===== config.mk =====
export PLATFORM = sky130hd
export DESIGN_NAME = sfms_ctrl
export DESIGN_NICKNAME = d
export VERILOG_FILES = /design/src/rtl/sfms_pkg.sv /design/src/rtl/sfms_ctrl.sv
export SDC_FILE = /design/constraint.sdc
export NUM_CORES = 1
export LEC_CHECK = 0
export BUFFER_PORTS_ARGS = -buffer_cell sky130_fd_sc_hd__buf_2
export CORE_AREA = 2 2 39 41
export CTS_CLUSTER_SIZE = 40
export DETAILED_ROUTE_END_ITERATION = 10
export DIE_AREA = 0 0 41 43
export PLACE_DENSITY = 0.78
export SYNTH_ARGS = -nofsm -noshare
export SYNTH_HDL_FRONTEND = slang
export SYNTH_SLANG_ARGS = --single-unit
export TNS_END_PERCENT = 30

===== constraint.sdc =====
create_clock -name clk -period 2.8 [get_ports clk]
set_input_delay 0.28 -clock clk [delete_from_list [all_inputs] [get_ports clk]]
set_output_delay 0.28 -clock clk [all_outputs]
set_load 0.005 [all_outputs]

===== src/rtl/sfms_pkg.sv =====
// Shared types, constants and coefficient tables of the stereo FIR block.
`default_nettype none

package sfms_pkg;

    localparam int COEF_W    = 18;   // signed Q1.17
    localparam int COEF_FRAC = 17;
    localparam int ROM_IDX_W = 6;    // 6-bit coefficient index; tables hold 29 (low) and 25 (high) entries

    typedef enum logic [1:0] {
        MODE_BYPASS = 2'd0,
        MODE_LOW    = 2'd1,
        MODE_HIGH   = 2'd2,
        MODE_SPARE  = 2'd3   // behaves as bypass
    } mode_t;

    typedef struct packed {
        logic                 capture;     // input beat taken this cycle
        logic                 rotate;      // rotate active lines, form products
        logic                 accumulate;  // add registered products
        logic                 load_out;    // move result into output register
        logic [ROM_IDX_W-1:0] coef_idx;
    } sfms_cmd_t;

    typedef struct packed {
        mode_t mode;
    } sfms_stat_t;

    function automatic logic signed [COEF_W-1:0] lp_coef(input logic [ROM_IDX_W-1:0] idx);
        logic signed [COEF_W-1:0] c;
        unique case (idx)
            6'd0:    c = -18'sd1147;
            6'd1:    c = -18'sd1773;
            6'd2:    c = -18'sd2762;
            6'd3:    c = -18'sd3698;
            6'd4:    c = -18'sd4310;
            6'd5:    c = -18'sd4302;
            6'd6:    c = -18'sd3410;
            6'd7:    c = -18'sd1485;
            6'd8:    c =  18'sd1465;
            6'd9:    c =  18'sd5233;
            6'd10:   c =  18'sd9431;
            6'd11:   c =  18'sd13542;
            6'd12:   c =  18'sd17003;
            6'd13:   c =  18'sd19314;
            6'd14:   c =  18'sd20125;
            6'd15:   c =  18'sd19314;
            6'd16:   c =  18'sd17003;
            6'd17:   c =  18'sd13542;
            6'd18:   c =  18'sd9431;
            6'd19:   c =  18'sd5233;
            6'd20:   c =  18'sd1465;
            6'd21:   c = -18'sd1485;
            6'd22:   c = -18'sd3410;
            6'd23:   c = -18'sd4302;
            6'd24:   c = -18'sd4310;
            6'd25:   c = -18'sd3698;
            6'd26:   c = -18'sd2762;
            6'd27:   c = -18'sd1773;
            6'd28:   c = -18'sd1147;
            default: c =  18'sd0;
        endcase
        return c;
    endfunction

    function automatic logic signed [COEF_W-1:0] hp_coef(input logic [ROM_IDX_W-1:0] idx);
        logic signed [COEF_W-1:0] c;
        unique case (idx)
            6'd0:    c =  18'sd7794;
            6'd1:    c = -18'sd10835;
            6'd2:    c = -18'sd4243;
            6'd3:    c =  18'sd284;
            6'd4:    c =  18'sd3756;
            6'd5:    c =  18'sd5907;
            6'd6:    c =  18'sd5813;
            6'd7:    c =  18'sd2643;
            6'd8:    c = -18'sd3631;
            6'd9:    c = -18'sd11968;
            6'd10:   c = -18'sd20442;
            6'd11:   c = -18'sd26726;
            6'd12:   c =  18'sd102004;
            6'd13:   c = -18'sd26726;
            6'd14:   c = -18'sd20442;
            6'd15:   c = -18'sd11968;
            6'd16:   c = -18'sd3631;
            6'd17:   c =  18'sd2643;
            6'd18:   c =  18'sd5813;
            6'd19:   c =  18'sd5907;
            6'd20:   c =  18'sd3756;
            6'd21:   c =  18'sd284;
            6'd22:   c = -18'sd4243;
            6'd23:   c = -18'sd10835;
            6'd24:   c =  18'sd7794;
            default: c =  18'sd0;
        endcase
        return c;
    endfunction

endpackage

`default_nettype wire


===== src/rtl/sfms_ctrl.sv =====
// Controller: sequences capture, the MAC pass over the taps and the output hand-off.
`default_nettype none

module sfms_ctrl #(
    parameter int LOW_TAPS  = 29,
    parameter int HIGH_TAPS = 25
) (
    input  wire logic                 clk,
    input  wire logic                 rst_n,
    input  wire logic                 in_tvalid,
    output logic                      in_tready,
    output logic                      out_tvalid,
    input  wire logic                 out_tready,
    input  wire sfms_pkg::sfms_stat_t stat,
    output sfms_pkg::sfms_cmd_t       cmd
);
    import sfms_pkg::*;

    localparam int LONGEST_TAPS = (LOW_TAPS > HIGH_TAPS) ? LOW_TAPS : HIGH_TAPS;
    localparam int CNT_W        = (LONGEST_TAPS > 1) ? $clog2(LONGEST_TAPS) : 1;

    typedef enum logic [1:0] {
        ST_IDLE,
        ST_MAC,
        ST_DRAIN,
        ST_DONE
    } state_t;

    state_t           state_reg;
    logic [CNT_W-1:0] cnt_reg;
    logic             acc_en_reg;
    logic             out_valid_reg;
    logic             accept;
    logic             load_out;

    assign in_tready = (state_reg == ST_IDLE);
    assign accept    = in_tvalid && in_tready;
    assign load_out  = (state_reg == ST_DONE) && (!out_valid_reg || out_tready);

    always_ff @(posedge clk or negedge rst_n)
    begin
        if (!rst_n)
        begin
            state_reg     <= ST_IDLE;
            cnt_reg       <= '0;
            acc_en_reg    <= 1'b0;
            out_valid_reg <= 1'b0;
        end
        else
        begin
            acc_en_reg <= (state_reg == ST_MAC);
            if (load_out)
            begin
                out_valid_reg <= 1'b1;
            end
            else if (out_tready)
            begin
                out_valid_reg <= 1'b0;
            end
            unique case (state_reg)
                ST_IDLE:
                begin
                    if (accept)
                    begin
                        unique case (stat.mode)
                            MODE_LOW:
                            begin
                                cnt_reg   <= CNT_W'(LOW_TAPS - 1);
                                state_reg <= ST_MAC;
                            end
                            MODE_HIGH:
                            begin
                                cnt_reg   <= CNT_W'(HIGH_TAPS - 1);
                                state_reg <= ST_MAC;
                            end
                            default:
                            begin
                                state_reg <= ST_DONE;
                            end
                        endcase
                    end
                end
                ST_MAC:
                begin
                    if (cnt_reg == '0)
                    begin
                        state_reg <= ST_DRAIN;
                    end
                    else
                    begin
                        cnt_reg <= cnt_reg - 1'b1;
                    end
                end
                ST_DRAIN:
                begin
                    state_reg <= ST_DONE;
                end
                ST_DONE:
                begin
                    if (load_out)
                    begin
                        state_reg <= ST_IDLE;
                    end
                end
                default:
                begin
                    state_reg <= ST_IDLE;
                end
            endcase
        end
    end

    assign out_tvalid     = out_valid_reg;
    assign cmd.capture    = accept;
    assign cmd.rotate     = (state_reg == ST_MAC);
    assign cmd.accumulate = acc_en_reg;
    assign cmd.load_out   = load_out;
    assign cmd.coef_idx   = ROM_IDX_W'(cnt_reg);

    // a waiting result is never overwritten
    a_no_overwrite: assert property (@(posedge clk) disable iff (!rst_n)
        cmd.load_out |-> (!out_valid_reg || out_tready))
        else $error("result register overwritten");

    // a beat in a filtering mode starts the MAC pass
    a_filter_start: assert property (@(posedge clk) disable iff (!rst_n)
        (accept && (stat.mode == MODE_LOW || stat.mode == MODE_HIGH)) |=> state_reg == ST_MAC)
        else $error("filter beat did not start MAC pass");

    // drain follows the last tap only
    a_drain_order: assert property (@(posedge clk) disable iff (!rst_n)
        $rose(state_reg == ST_DRAIN) |-> $past(state_reg == ST_MAC && cnt_reg == '0))
        else $error("drain entered early");

    // every accumulate adds a product formed the cycle before
    a_acc_follows: assert property (@(posedge clk) disable iff (!rst_n)
        cmd.accumulate |-> $past(cmd.rotate))
        else $error("accumulate without product");

endmodule

`default_nettype wire


After elaboration in Yosys (flattened, before gate mapping)
Index checks and enable logic that the tools add are counted.
Widths: inputs -> output; s select.
{ "totals": {"register_bits": 9, "input_bits": 6, "output_inout_bits": 12, "elab_cells": 37} }
{ "classes": {"add_sub_neg": 1, "n_eq_ne": 10, "muxes": 11, "n_reduce_logical": 11} }
{ "op_table": {"columns": ["cell", "n"], "rows": [
  ["$pmux 5 s2", 2],
  ["$mux 5", 2],
  ["$mux 2", 4],
  ["$pmux 2 s4", 1],
  ["$eq 2x2->1 const B", 3],
  ["$logic_not 5->1", 1],
  ["$sub 5x1->5 const B", 1],
  ["$eq 2x1->1 const B", 2],
  ["$ne 2x1->1 const B", 2],
  ["$ne 2x2->1 const B", 2],
  ["$reduce_and 4->1", 1],
  ["$reduce_bool 2->1", 2],
  ["$ne 3x1->1 const B", 1],
  ["$reduce_and 3->1", 1],
  ["$logic_and 1x1->1", 2],
  ["$logic_not 2->1", 1],
  ["$mux 1", 2],
  ["$reduce_or 2->1", 1],
  ["$logic_not 1->1", 1],
  ["$logic_or 1x1->1", 1]
]} }

Longest topological paths before layout
Gate-level depths: netlist of the first run.
{ "depth": {"word_depth": 5, "ltp_mapped": 6, "ltp_nobuf": 6} }

Worst setup path after synthesis of the first run
No wires, ideal clock.
{ "synth_path": {"path_kind": "reg-to-reg", "startpoint": "reg cnt_reg[0]", "endpoint": "reg state_reg[0]", "setup_time_ns": 0.079, "arrival_time_ns": 1.575, "t_required_ns": 2.721, "setup_slack_ns": 1.146, "stages_incl_launch_ff": 7, "n_path_buf": 0, "period_less_slack_ns": 1.654, "cell_sequence": "dfrtp_1 > inv_1 > ha_1 > and2b_1 > nand2_2 > a222oi_1 > mux2i_1"} }
{ "synth_via": {"elab_chain_len": 3} }
{ "synth_rtl": {"columns": ["element", "line", "rtl"], "rows": [
  ["start: declaration", "sfms_ctrl.sv:30", "logic [CNT_W-1:0] cnt_reg;"],
  ["start signal: assignment", "sfms_ctrl.sv:68", "cnt_reg <= CNT_W'(LOW_TAPS - 1);"],
  ["start signal: assignment", "sfms_ctrl.sv:73", "cnt_reg <= CNT_W'(HIGH_TAPS - 1);"],
  ["start signal: assignment", "sfms_ctrl.sv:91", "cnt_reg <= cnt_reg - 1'b1;"],
  ["$logic_not 5->1", "sfms_ctrl.sv:85", "if (cnt_reg == '0)"],
  ["$ne 2x1->1 (no line)", null, null],
  ["$reduce_and 3->1 (no line)", null, null],
  ["end signal: assignment", "sfms_ctrl.sv:87", "state_reg <= ST_DRAIN;"],
  ["end signal: assignment", "sfms_ctrl.sv:96", "state_reg <= ST_DONE;"],
  ["end signal: assignment", "sfms_ctrl.sv:102", "state_reg <= ST_IDLE;"],
  ["end: declaration", "sfms_ctrl.sv:29", "state_t state_reg;"]
]} }
Every way passes these cells.
A chain may end at the register's enable or synchronous reset.

Final worst setup path of the first run
{ "layout_path": {"startpoint": "reg cnt_reg[0]", "endpoint": "reg state_reg[1]"} }
The elaborated chain is that of the path after synthesis.

==> flow_metrics.py, run 1 <==
metrics = {
    "logic_synthesis": {
        "yosys-top-cells-area": "dfrtp_1 33%, ha_1 15%, inv_1 5.0%",
        "synth-compound-area-share": 0.147,
        "synth_edf_count": 0,
        "synth_top_family_by_area": "simple AND/OR/NAND/NOR gates",
        "synth_xor_area_frac": 0.0128,
        "synthTopCellsByCount": "9 x dfrtp_1, 9 x inv_1, 8 x ha_1",
        "synth_top_area_share": 0.330,
        "yosys.area_share.simple": 0.198,
        "synth_mux_area_frac": 0.0440,
        "synth_area_um2": 682,
        "ys.flop_type": "dfrtp_1",
        "async_flop_share": 1.00,
        "ys_seq_area_frac": 0.330,
        "synth_area_leader_cell": "dfrtp_1",
        "ys_seq_elements": 9,
        "syn_area_per_cell_um2": 9.21,
        "synth-adder-area-share": 0.147,
        "synth_cell_types": 30,
        "yosysWarnings": 0,
        "synthCells": 74,
        "synth_nets": 88,
    },
    "worst_setup_path": {
        "worstSetupPathType": "flip-flop to flip-flop",
        "worstPathArrival_ps": 2020,
        "required_ps": 2990,
        "worst-path-buf-inv": 1,
        "cp-start-kind": "flip-flop",
        "cp-end-kind": "flip-flop",
        "cp_slowest_cell": "dfrtp_1",
        "crit_chain": "inv_1 > ha_1 > and2b_1 > nand2_2 > a222oi_1 > mux2i_1",
        "worst_path_largest_cell_delay_ps": 460,
        "critPathMaxFanout": 7,
        "cp_top_family": "flip-flops",
    },
    "global_route": {
        "grt_pass1_wl_um": 2200,
        "track_usage": 0.189,
        "antenna_found_initial": 0,
        "grt.overflow.total": 0,
        "grt_max_degree": 14,
        "grt_pass1_vias": 509,
    },
    "finish": {
        "fin_nets": 104,
        "drive_above_1_share": 0.258,
        "antenna_cells": 0,
        "largest_reg_flops": 5,
        "syn_to_final_growth_pct": 13.4,
        "fin_util": 0.559,
    },
    "status": {
        "status": "finished, final reports clean",
    },
    "route": {
        "route.detailed.drc": 0,
        "postRouteAntennaNets": 0,
        "firstDrtPassIters": 4,
        "drt-initial-drc-count": 16,
        "wl_per_cell_um": 12.9,
        "vias_per_cell": 5.39,
        "dr_total_vias": 566,
        "wl_um": 1350,
    },
    "floorplanning": {
        "die_w_um": 41,
        "core_mm2": 0.00138,
        "rows": 14,
        "die_h_um": 43,
        "ios": 18,
        "dieArea_mm2": 0.00176,
        "start_util": 0.493,
    },
    "timing": {
        "finalHoldViolCount": 0,
        "final.setup_skew_ps": 1.97,
        "clock.fmax_ghz": 0.545,
        "min_period_ps": 1830,
        "final.setup.tns_ps": 0,
        "slew_violations": 0,
        "finalSetupViolations": 0,
        "fin_crit_sh": 0.655,
        "rsz0062_at_grt": "no",
        "holdWs_ps": 306,
    },
    "clock_network": {
        "cts_root_buffer": "clkbuf_4",
        "clock_path_buffers": 2,
        "cts_sinks": 9,
        "clk-insertion-delay-late_ps": 270,
        "clk_pin_slew_ps": 60,
        "cts_tree": "built",
        "cts-resized-gates": 0,
        "htreeDepth": 1,
        "cts_buffers": 3,
    },
    "job": {
        "maxCapViolCount": 0,
    },
    "power_and_ir_drop": {
        "power.density_mw_per_mm2": 1080,
        "p_leak_nw": 0.412,
        "switching_share": 0.436,
        "vdd_drop_max_uv": 585,
        "power_frac_clock": 0.127,
        "sequentialPowerShare": 0.309,
        "intPower_w": 0.000472,
        "switchingPower_w": 0.000366,
        "combinationalPowerShare": 0.564,
    },
    "placement": {
        "place_congestion": 0.776,
        "dp_hpwl_um": 1020,
        "port_buffers": 16,
    },
    "hold_path": {
        "hp-class": "input port to flip-flop",
    },
}
-- worst min-delay path, cell delays in order --
cell and delay (ps):
buf_2 80, nand2b_1 110, nand2b_1 60
-- logic make-up (layout without fill, tap and decap cells) --
group | count (synthesis) | in the layout
adders and majority gates | 8 | 8
xor gates and xnor gates | 1 | 1
other | 1 | 1
AOI/OAI and AO/OA | 13 | 13
and+or+nand+nor | 24 | 24
buffers and inverters | 15 | 30
DFF | 9 | 9
muxes | 3 | 3
-- timing repair --
action                    in CTS  in global routing
hold endpoints to repair       9                  0
hold buffers                   1                  0
buffers inserted               0                  0
-- through the flow --
stage / power, W / instance area (µm²) / setup WS [ps] / cells
floorplan: 0.000623 / 682 / 1150 / 74
global placement: 0.000708 / 737 / 1080 / 100
detailed placement: 0.000734 / 737 / 983 / 100
CTS: 0.000839 / 773 / 967 / 105
global route: 0.000919 / 773 / 841 / 105
finish: 0.000838 / 773 / 966 / 105
-- area by class of cell --
class / instances / area [µm²]
flip-flops and latches: 9 / 225
repair buffers: 17 / 90.1
clock buffers: 4 / 26.3
inverters: 9 / 33.8
multi-input cells: 50 / 378
well taps: 16 / 20.0
fillers: 133 / 611
-- metal layers --
metal	part of all wire	wire length, µm	track usage	vias up
met5	0	0	0	-
met1	0.41	552	0.220	263
met3	0.041	55	0.0314	6
li1	-	-	-	277
met2	0.51	695	0.300	20
met4	0.035	48	0.120	0
-- placed cells by master (no fill, tap or decap), drive strengths merged --
cell          n
dlygate4sd3   1
and3          1
a32oi         2
nor2b         4
clkbuf        4
a31oi         1
o22ai         1
and2          1
ha            8
nand2         5
inv           9
a311oi        2
nand2b        3
buf          16
o211a         1
or4           1
conb          1
a222oi        1
o22a          1
mux2i         3
xnor2         1
and2b         2
nor2          5
o21ai         3
nor3          2
a21oi         1
dfrtp         9
-- path summary, 6_finish.rpt --
| kind | startpoint | end | slack (ps) | depth (start not counted) |
|---|---|---|---|---|
| max | cnt_reg[0]$_DFFE_PN0P_ | state_reg[1]$_DFFE_PN0P_ | 970 | 6 |
| min | out_tready | out_tvalid$_DFFE_PN0P_ | 310 | 3 |
| max reg2reg | cnt_reg[0]$_DFFE_PN0P_ | state_reg[1]$_DFFE_PN0P_ | 970 | 6 |
| min reg2reg | out_tvalid$_DFFE_PN0P_ | out_tvalid$_DFFE_PN0P_ | 550 | 2 |
| max in group asynchronous | rst_n | out_tvalid$_DFFE_PN0P_ | 2230 | 2 |
| min in group asynchronous | rst_n | cnt_reg[4]$_DFFE_PN0P_ | 390 | 2 |
-- power by group through the flow --
stage	combinational, W	clock [W]	sequential, W
2_1_floorplan	0.000383	0	0.000241
3_5_place_dp	0.000473	0	0.000260
4_1_cts	0.000476	0.000104	0.000258
5_1_grt	0.000540	0.000112	0.000267
3_3_place_gp	0.000454	0	0.000254
6_report	0.000472	0.000107	0.000259
Power figures use the tool's default switching activity.
==> inputs of run 2 (changes only) <==
--- a/config.mk
+++ b/config.mk
@@ -6,11 +6,10 @@
 export NUM_CORES = 1
 export LEC_CHECK = 0
 export BUFFER_PORTS_ARGS = -buffer_cell sky130_fd_sc_hd__buf_2
-export CORE_AREA = 2 2 39 41
+export CORE_UTILIZATION = 50
 export CTS_CLUSTER_SIZE = 40
 export DETAILED_ROUTE_END_ITERATION = 10
-export DIE_AREA = 0 0 41 43
-export PLACE_DENSITY = 0.78
+export PLACE_DENSITY = 0.76
 export SYNTH_ARGS = -nofsm -noshare
 export SYNTH_HDL_FRONTEND = slang
 export SYNTH_SLANG_ARGS = --single-unit
==> constraint.sdc (replaced) <==
create_clock -name clk -period 1.75 [get_ports clk]
set_input_delay 0.175 -clock clk [delete_from_list [all_inputs] [get_ports clk]]
set_output_delay 0.175 -clock clk [all_outputs]
set_load 0.005 [all_outputs]
==> run 2 against run 1 <==
Critical path type unchanged; utilization up 14 points; highest routed layer unchanged; clock skew grew 1.1 ps; total power is 73% higher; final cell count is 3.8% higher; critical endpoint unchanged; first-iteration DRC count decreased by 44%.
==> flow_metrics.py, run 2 (synthesized netlist as in run 1, its figures left out) <==
metrics = {
    "status": {
        "status": "finished, final reports clean",
    },
    "placement": {
        "dp_cells": 103,
        "place_congestion": 0.874,
        "port_buffers": 16,
        "dp_hpwl_um": 1040,
        "placed_area_um2": 772,
    },
    "power_and_ir_drop": {
        "p_leak_nw": 0.436,
        "power.density_mw_per_mm2": 1740,
        "vdd_drop_max_uv": 1050,
    },
    "timing": {
        "finalHoldViolCount": 0,
        "final.setup.tns_ps": 0,
        "final.setup_skew_ps": 3.05,
        "finalSetupViolations": 0,
        "clock.fmax_ghz": 0.609,
        "fin_crit_sh": 0.938,
        "rsz0062_at_grt": "no",
        "min_period_ps": 1640,
        "slew_violations": 0,
    },
    "route": {
        "wl_per_cell_um": 12.6,
        "postRouteAntennaNets": 0,
        "route.detailed.drc": 0,
        "drt-initial-drc-count": 9,
        "firstDrtPassIters": 4,
        "wl_um": 1380,
        "dr_total_vias": 583,
        "vias_per_cell": 5.35,
    },
    "hold_path": {
        "whs_endpoint": "out_tvalid$_DFFE_PN0P_",
        "min_path_cells": 3,
        "hp-class": "input port to flip-flop",
        "timing.hold.worst.start": "out_tready",
    },
    "floorplanning": {
        "core_mm2": 0.00119,
        "ios": 18,
        "start_util": 0.575,
        "dieArea_mm2": 0.00152,
        "die_w_um": 38.9,
        "die_h_um": 38.9,
        "rows": 12,
    },
    "worst_setup_path": {
        "critPathMaxFanout": 4,
        "worstPathArrival_ps": 1830,
        "cp-end-kind": "flip-flop",
        "cp-start-kind": "flip-flop",
        "timing.rr.end": "state_reg[1]$_DFFE_PN0P_",
        "rrSetupSlack_ps": 110,
        "crit_chain": "inv_1 > ha_1 > and2b_1 > nand2_2 > a222oi_1 > buf_4 > mux2i_1",
        "r2r_start": "cnt_reg[0]$_DFFE_PN0P_",
        "cp_slowest_cell": "dfrtp_1",
        "required_ps": 1940,
        "worst_path_largest_cell_delay_ps": 370,
        "worstSetupPathType": "flip-flop to flip-flop",
        "r2r_cells": 7,
    },
    "clock_network": {
        "cts_tree": "built",
        "cts_buffers": 3,
        "cts_sinks": 9,
        "htreeDepth": 1,
        "cts_root_buffer": "clkbuf_4",
        "clk_pin_slew_ps": 70,
        "clock_path_buffers": 2,
        "clk-insertion-delay-late_ps": 270,
    },
    "finish": {
        "mostFrequentLayoutCells": "16 x buf_2, 9 x inv_1, 9 x dfrtp_1",
        "syn_to_final_growth_pct": 21.7,
        "fin_nets": 110,
        "largest_reg_flops": 5,
        "layout_commonest_cell": "buf_2",
        "antenna_cells": 0,
        "fin_area_um2": 830,
        "drive_above_1_share": 0.337,
        "fin_util": 0.699,
        "layoutNonFillerInstCount": 109,
    },
    "global_route": {
        "antenna_found_initial": 0,
        "grt_max_degree": 10,
        "grt_pass1_wl_um": 2110,
        "grt_pass1_vias": 533,
        "grt.overflow.total": 0,
        "track_usage": 0.222,
    },
    "job": {
        "maxCapViolCount": 0,
    },
}
==> run 2: cell types whose count changed in the layout (fill, tap and decap cells not counted) <==
cell,delta
o211a_1,-1
a21oi_2,+1
ha_1,-1
ha_2,+1
buf_4,+6
o211a_4,+1
a21oi_1,-1
==> run 2: stage by stage <==
| step | total power [W] | hold slack (ps) | setup WS, ps |
|---|---|---|---|
| 2_1_floorplan | 0.000997 | -121 | 96.0 |
| 3_3_place_gp | 0.00121 | 34.7 | 17.7 |
| 3_5_place_dp | 0.00123 | 40.5 | 21.1 |
| 4_1_cts | 0.00140 | 189 | 16.3 |
| 5_1_grt | 0.00158 | 215 | 2.69 |
| 6_report | 0.00145 | 190 | 108 |
==> run 2: how the worst max path moves through the flow <==
stage                                        start                       end  cells after the start
after global placement    state_reg[0]$_DFFE_PN0P_    cnt_reg[3]$_DFFE_PN0P_                      6
final                       cnt_reg[0]$_DFFE_PN0P_  state_reg[1]$_DFFE_PN0P_                      7
after CTS                 state_reg[0]$_DFFE_PN0P_    cnt_reg[3]$_DFFE_PN0P_                      6
after global routing        cnt_reg[1]$_DFFE_PN0P_  state_reg[0]$_DFFE_PN0P_                      7
after floorplan             cnt_reg[0]$_DFFE_PN0P_  state_reg[0]$_DFFE_PN0P_                      6
after detailed placement  state_reg[0]$_DFFE_PN0P_    cnt_reg[3]$_DFFE_PN0P_                      6
==> run 2: final cells by class <==
type	instances	area (µm²)
sequential	9	225
multi-input combinational	50	392
timing repair buffer	23	135
fill	102	357
inverter	9	33.8
tap	14	17.5
clock buffer	4	26.3
==> run 2: power by group <==
group	total [W]	leakage, nW	switching (W)	internal, W
Sequential	0.000384	0.106	0.0000796	0.000304
Combinational	0.000893	0.315	0.000443	0.000451
Clock	0.000169	0.0150	0.0000809	0.0000883
==> run 2: critical path: cells and delay by family (launching register included) <==
family,cells,cell delay [ps]
AO/OA/AOI/OAI,1,300
adder cells (fa/ha/maj),1,220
buffers and inverters,2,240
flip-flops,1,370
multiplexers,1,170
AND/OR/NAND/NOR,2,270
==> run 2: per-layer routing <==
metal,vias up,track usage,wire length (µm)
met5,-,0,0
met3,4,0.0347,47
met2,16,0.371,664
met1,275,0.240,623
met4,0,0.190,42
li1,288,-,-
==> run 2: timing repair <==
action	4_1_cts	5_1_grt
endpoints found under the setup margin	0	5
setup buffers	0	1
gates resized for setup	0	3
hold buffers	1	0
hold endpoints to repair	9	0
